[config.mk]
export PLATFORM = sky130hd
export DESIGN_NAME = hbd_wrap
export DESIGN_NICKNAME = d
export VERILOG_FILES = /design/src/hw/rtl/hbd_pkg.sv /design/src/hw/rtl/hbd_wrap.sv
export SDC_FILE = /design/constraint.sdc
export NUM_CORES = 1
export LEC_CHECK = 0
export BUFFER_PORTS_ARGS = -buffer_cell sky130_fd_sc_hd__buf_2
export CAP_MARGIN = 20
export CELL_PAD_IN_SITES_DETAIL_PLACEMENT = 0
export CELL_PAD_IN_SITES_GLOBAL_PLACEMENT = 2
export CORE_UTILIZATION = 42
export CTS_CLUSTER_DIAMETER = 200
export DETAILED_ROUTE_END_ITERATION = 8
export PLACE_DENSITY_LB_ADDON = 0.15
export REMOVE_ABC_BUFFERS = 1
export SYNTH_ARGS = -nofsm -noshare
export SYNTH_HDL_FRONTEND = slang
export SYNTH_SLANG_ARGS = --single-unit
[constraint.sdc]
create_clock -name clk -period 5.45 [get_ports clk]
set_input_delay 0.545 -clock clk [delete_from_list [all_inputs] [get_ports clk]]
set_output_delay 0.545 -clock clk [all_outputs]
set_load 0.05 [all_outputs]
[src/hw/rtl/hbd_pkg.sv]
// Shared types, stage map and constants of the height-field distance pipeline.
`timescale 1ns / 1ps
`default_nettype none

package hbd_pkg;

  // Pipeline depth and the register stage of each step
  localparam int NUM_STAGES = 15;
  localparam int ST_SCALE   = 1;   // coordinate times six
  localparam int ST_BIAS    = 2;   // integer part made non-negative
  localparam int ST_RECIP   = 3;   // quotient estimate by reciprocal
  localparam int ST_REM     = 4;   // raw remainder
  localparam int ST_FIX     = 5;   // corrected remainder and neighbor
  localparam int ST_ADDR    = 6;   // table addresses
  localparam int ST_MEM     = 7;   // table access
  localparam int ST_DIFF    = 8;   // sample differences
  localparam int ST_ROW     = 9;   // lerp along x
  localparam int ST_COLD    = 10;  // row difference
  localparam int ST_COL     = 11;  // lerp along z
  localparam int ST_ABS     = 12;  // sign and magnitude
  localparam int ST_MUL     = 13;  // height scale products
  localparam int ST_SUM     = 14;  // product sum and shift
  localparam int ST_OUT     = 15;  // subtract and saturate

  // Request kinds carried in tuser
  localparam logic OP_WRITE = 1'b0;
  localparam logic OP_QUERY = 1'b1;

  // Field widths
  localparam int FRAC_W  = 16;
  localparam int IDX_W   = 10;
  localparam int ADDR_W  = 14;
  localparam int SAMPLE_W = 16;

  // Height table
  localparam int TABLE_DEPTH = 16384;
  localparam int NUM_BANKS   = 4;

  // round(0.000048 * 2^40), Q0.40
  localparam logic [25:0] SCALE_K = 26'd52776558;

  typedef logic [NUM_STAGES:1] stage_vec_t;

  // Wrapped column or row pair with the fraction of the coordinate
  typedef struct packed {
    logic [IDX_W-1:0]  lo;
    logic [IDX_W-1:0]  hi;
    logic [FRAC_W-1:0] frac;
  } wrap_out_t;

  // Table write request at the access stage
  typedef struct packed {
    logic              we;
    logic [ADDR_W-1:0] idx;
    logic [SAMPLE_W-1:0] value;
  } wr_req_t;

  // Four corner samples: s<row><col>, 0 = lower index, 1 = next index
  typedef struct packed {
    logic signed [SAMPLE_W-1:0] s00;
    logic signed [SAMPLE_W-1:0] s01;
    logic signed [SAMPLE_W-1:0] s10;
    logic signed [SAMPLE_W-1:0] s11;
  } samples_t;

endpackage

`default_nettype wire

[src/hw/rtl/hbd_wrap.sv]
// Coordinate scale, floor split and floor modulo wrap over five stages.
`timescale 1ns / 1ps
`default_nettype none

module hbd_wrap #(
  parameter int MODULUS = 127
) (
  input  wire logic                clk,
  input  wire hbd_pkg::stage_vec_t adv,
  input  wire logic signed [31:0]  coord,
  output hbd_pkg::wrap_out_t       wrap
);

  // Bias is a multiple of the modulus that makes any integer part non-negative
  localparam int BIAS = MODULUS * (((2 ** 18) + MODULUS - 1) / MODULUS);
  localparam logic [20:0] RECIP = 21'((2 ** 20) / MODULUS);
  localparam logic [10:0] MOD_V = 11'(MODULUS);
  localparam logic [hbd_pkg::IDX_W-1:0] LAST_IDX = hbd_pkg::IDX_W'(MODULUS - 1);

  logic signed [34:0] scaled_r, scaled_nxt;
  logic [20:0] u_sum;
  logic [19:0] u_r;
  logic [15:0] frac2_r, frac3_r, frac4_r;
  logic [40:0] prod;
  logic [19:0] q_r, u3_r;
  logic [29:0] qm;
  logic [19:0] diff;
  logic [10:0] rem_r, rem_fix;
  logic [hbd_pkg::IDX_W-1:0] lo_nxt, hi_nxt;
  hbd_pkg::wrap_out_t wrap_r;

  // Scale by six as two shifted adds
  assign scaled_nxt = $signed({coord[31], coord, 2'b00}) +
                      $signed({{2{coord[31]}}, coord, 1'b0});

  // Floor integer part plus bias
  assign u_sum = {{2{scaled_r[34]}}, scaled_r[34:16]} + 21'(BIAS);

  // Quotient estimate, low by at most one
  assign prod = 41'(u_r) * 41'(RECIP);

  // Remainder lies below twice the modulus
  assign qm   = 30'(q_r) * 30'(MOD_V);
  assign diff = u3_r - qm[19:0];

  // Correct remainder and wrap the next index
  assign rem_fix = (rem_r >= MOD_V) ? (rem_r - MOD_V) : rem_r;
  assign lo_nxt  = rem_fix[hbd_pkg::IDX_W-1:0];
  assign hi_nxt  = (lo_nxt == LAST_IDX) ? '0 : (lo_nxt + 1'b1);

  always_ff @(posedge clk) begin
    if (adv[hbd_pkg::ST_SCALE]) begin
      scaled_r <= scaled_nxt;
    end
    if (adv[hbd_pkg::ST_BIAS]) begin
      u_r     <= u_sum[19:0];
      frac2_r <= scaled_r[15:0];
    end
    if (adv[hbd_pkg::ST_RECIP]) begin
      q_r     <= prod[39:20];
      u3_r    <= u_r;
      frac3_r <= frac2_r;
    end
    if (adv[hbd_pkg::ST_REM]) begin
      rem_r   <= diff[10:0];
      frac4_r <= frac3_r;
    end
    if (adv[hbd_pkg::ST_FIX]) begin
      wrap_r.lo   <= lo_nxt;
      wrap_r.hi   <= hi_nxt;
      wrap_r.frac <= frac4_r;
    end
  end

  assign wrap = wrap_r;

endmodule

`default_nettype wire

# == Word level (Yosys, flattened, before mapping) ==
# Index checks and enable logic that the tools add are counted.
# W data, S select, Z words.
# word_totals
register_bits,175
input_bits,48
output_inout_bits,36
elab_cells,21
# op_classes
n_addsub,5
multipliers,2
magnitude_cmp,1
n_eq_ne,1
mux,1
# op_table
op,count
$add A34 B33 Y35,1
$mul A20 B8 Y28 const B,1
$add A19 B20 Y20 const B,1
$mul A14 B7 Y11 const B,1
$ge A11 B7 Y1 const B,1
$sub A11 B11 Y11,1
$add A10 B1 Y10 const B,1
$eq A10 B7 Y1 const B,1
$mux W10,1
$sub A10 B7 Y10 const B,1

# == Longest topological paths before layout ==
# depth
depth_word,3
mapped_depth,15
ltp_nobuf,15

# == Least setup slack after synthesis ==
# No wires, ideal clock.
# synth_timing
kind,register to register
from,register q_r[6]
to,"register rem_r[10], data pin"
setup_time_ns,0.260
t_arrival_ns,3.679
required_time_ns,5.190
setup_slack_ns,1.511
stages_incl_launch_ff,14
path_buffers,0
cell_sequence,edfxtp_1 -> inv_1 -> fa_1 -> fa_1 -> fa_1 -> inv_1 -> fa_1 -> inv_1 -> ha_1 -> a21oi_1 -> o21ai_0 -> a21o_1 -> a21oi_1 -> xnor2_1
# synth_via
elab_chain_cells,2
# synth_rtl
item,line_no,source
from (decl),hbd_wrap.sv:25,"logic [19:0] q_r, u3_r;"
from (signal assigned),hbd_wrap.sv:60,q_r <= prod[39:20];
$mul A14 B7 Y11,hbd_wrap.sv:43,assign qm = 30'(q_r) * 30'(MOD_V);
$sub A11 B11 Y11,hbd_wrap.sv:44,assign diff = u3_r - qm[19:0];
net diff[10],hbd_wrap.sv:27,logic [19:0] diff;
to (signal assigned),hbd_wrap.sv:65,rem_r <= diff[10:0];
to (decl),hbd_wrap.sv:28,"logic [10:0] rem_r, rem_fix;"
# The timed path passes the listed nets, and every way through them passes these cells.
# A chain may end at the register's enable or synchronous reset.

# == Worst setup path after layout ==
# Ends and elaborated chain as after synthesis.

==> results.toml <==
[drt]
postRouteWirelength_microns = 15320
vias = 5645
drtPass1Iterations = 6
route.detailed.drc = 2
wl_per_cell_microns = 13.47
antenna_left = 0
vias_per_cell = 4.965
initialDrtViolationCount = 275

[synthesis]
synth_most_common_cell = "edfxtp_1"
yosys_most_used_dff = "edfxtp_1"
avgSynthCellArea_sq_um = 12.61
yosys_warnings = 0
synth_cell_types = 59
ys_ff_latch = 167
synth.area.top_cells = "edfxtp_1, ha_1, fa_1"
yosysSeqAreaShare_pct = 52.60
synth-edff-count = 167
synth-async-reset-ratio_pct = 0
synth_area_sq_um = 9534
syn_inst = 756
yosysTopAreaCell = "edfxtp_1"
synth_commonest_cells = "edfxtp_1, ha_1, inv_1, nor2_1, xnor2_1"
yosysTopAreaCellShare_pct = 52.60

[sta]
period_share_pct = 76.66
relSlewSlack_pct = 38.63
finalHoldViolations = 0
tightest_slew_ns = 0.8973
finalCriticalPeriod_ns = 4.178
slew_viol_final = 0
grt_setup_unrepaired = "false"
setup_violations = 0
finClkSkew_ns = 0.01370
fmax_mhz = 239.4
fin_setup_tns_ns = 0

[clock_tree]
htreeDepth = 4
clockRootBuffer = "clkbuf_16"
post_cts_resized = 0
clock-sinks = 167
clk_pin_slew_ns = 0.08
hold_buffers = 0
clock_latency_ns = 0.42
post_cts_buffers = 0
cts_tree = "done"
numCtsBuffers = 17
clock_path_buffers = 2

[setup_path]
max_stage_delay_ns = 0.54
worst_path_dominant_cell_family = "adder cells"
worstPathArrival_ns = 4.34
path_max_fanout = 4
crit_path_end_kind = "register"
cp-start-kind = "register"
critPathMostFrequentCell = "fa_1"
cp.buffers_inverters = 3
cp_slowest_cell = "fa_1"
worstSetupPathType = "register to register"
worstPathRequired_ns = 5.62
crit_chain = "inv_1 -> fa_1 -> fa_1 -> fa_1 -> inv_1 -> fa_1 -> inv_1 -> ha_1 -> a21oi_1 -> o21ai_0 -> a21o_1 -> a21oi_1 -> xnor2_1"

[finish]
final_cell_area_sq_um = 10860
fin_nets = 1017
area_growth_pct = 13.86
drive_above_1_share_pct = 13.89
diodes = 0

[placed_design]
port_buffers = 72
dp_hpwl_microns = 12150
placed_area_sq_um = 10220
place.gp.congestion = 0.7922

[flow_run]
maxCapViolCount = 0

[global_route]
grt_max_degree = 38
grt_remaining_overflow = 0
grt_pass1_vias = 5690
track_usage_pct = 13.83
antenna_found_initial = 0
grt_pass1_wl_microns = 26240

[die]
core_sq_um = 22030
pin_count = 84
die_x_microns = 152.7
initial_utilization_pct = 43.29
die_area_sq_um = 23310
die_h_microns = 152.7
num_rows = 54

[worst_hold_path]
hold_path_class = "input port to register"

[run_status]
status = "finished, violations left"
failed_checks = "design-rule violations"
==> cell families after synthesis <==
family	count (synthesis)	synth area share, %
AO/OA/AOI/OAI	130	9.213
XOR/XNOR	75	6.969
adder cells (fa/ha/maj)	125	18.92
buffers and inverters	86	3.504
flip-flops	167	52.60
other	1	0.03933
AND/OR/NAND/NOR	172	8.753
==> placed cells by master, fill, tap and decap left out, drive strengths merged, types with 10 or more instances in the layout <==
cell    instances
clkbuf         17
buf            72
nand3          13
a21oi          31
fa             32
a21o           19
xor2           19
and3           10
inv            91
nand2          39
o21ai          26
xnor2          56
ha             93
nor2           59
edfxtp        167
nor3           16
==> layout make-up <==
type	count	area, sq um
flip-flops and latches	167	5015
fillers	1971	11170
clock inverters	15	207.7
inverters	83	311.5
well taps	280	350.3
repair buffers	72	360.3
clock buffers	17	425.4
multi-input cells	503	4185
==> worst paths after layout <==
| kind | slack [ns] | cells after the start | start | endpoint |
|---|---|---|---|---|
| worst max-delay path | 1.27 | 13 | q_r[6] | rem_r[10] |
| worst min-delay path | 0.32 | 1 | coord[0] | scaled_r[1] |
| worst max register to register | 1.27 | 13 | q_r[6] | rem_r[10] |
| worst min register to register | 0.42 | 0 | frac3_r[10] | frac4_r[10] |
==> through the flow <==
stage	setup WS (ns)	hold WS (ns)	util [%]	instances
floorplan	1.511	0.4003	-	753
global placement	1.310	0.4020	46.41	1105
detailed placement	1.243	0.4045	46.41	1105
CTS	1.239	0.2935	49.28	1137
global route	1.013	0.2903	49.28	1137
finish	1.272	0.3159	49.28	1137
==> sequential cells by signal (all words and copies together), names as in the netlist <==
name and flops:
scaled_r 34, wrap 35, frac2_r 15, frac3_r 15
rem_r 11, u_r 20, u3_r 11, frac4_r 15
q_r 11
==> metal layers <==
metal / global-route usage [%] / wire length [microns]
met5: 0 / 0
met3: 2.673 / 354
met4: 4.762 / 221
met1: 16.90 / 6997
met2: 24.38 / 7743
Power is left out: the tool's default activity adds up to more than one toggle a clock period on the data nets, which glitch-free logic cannot reach.
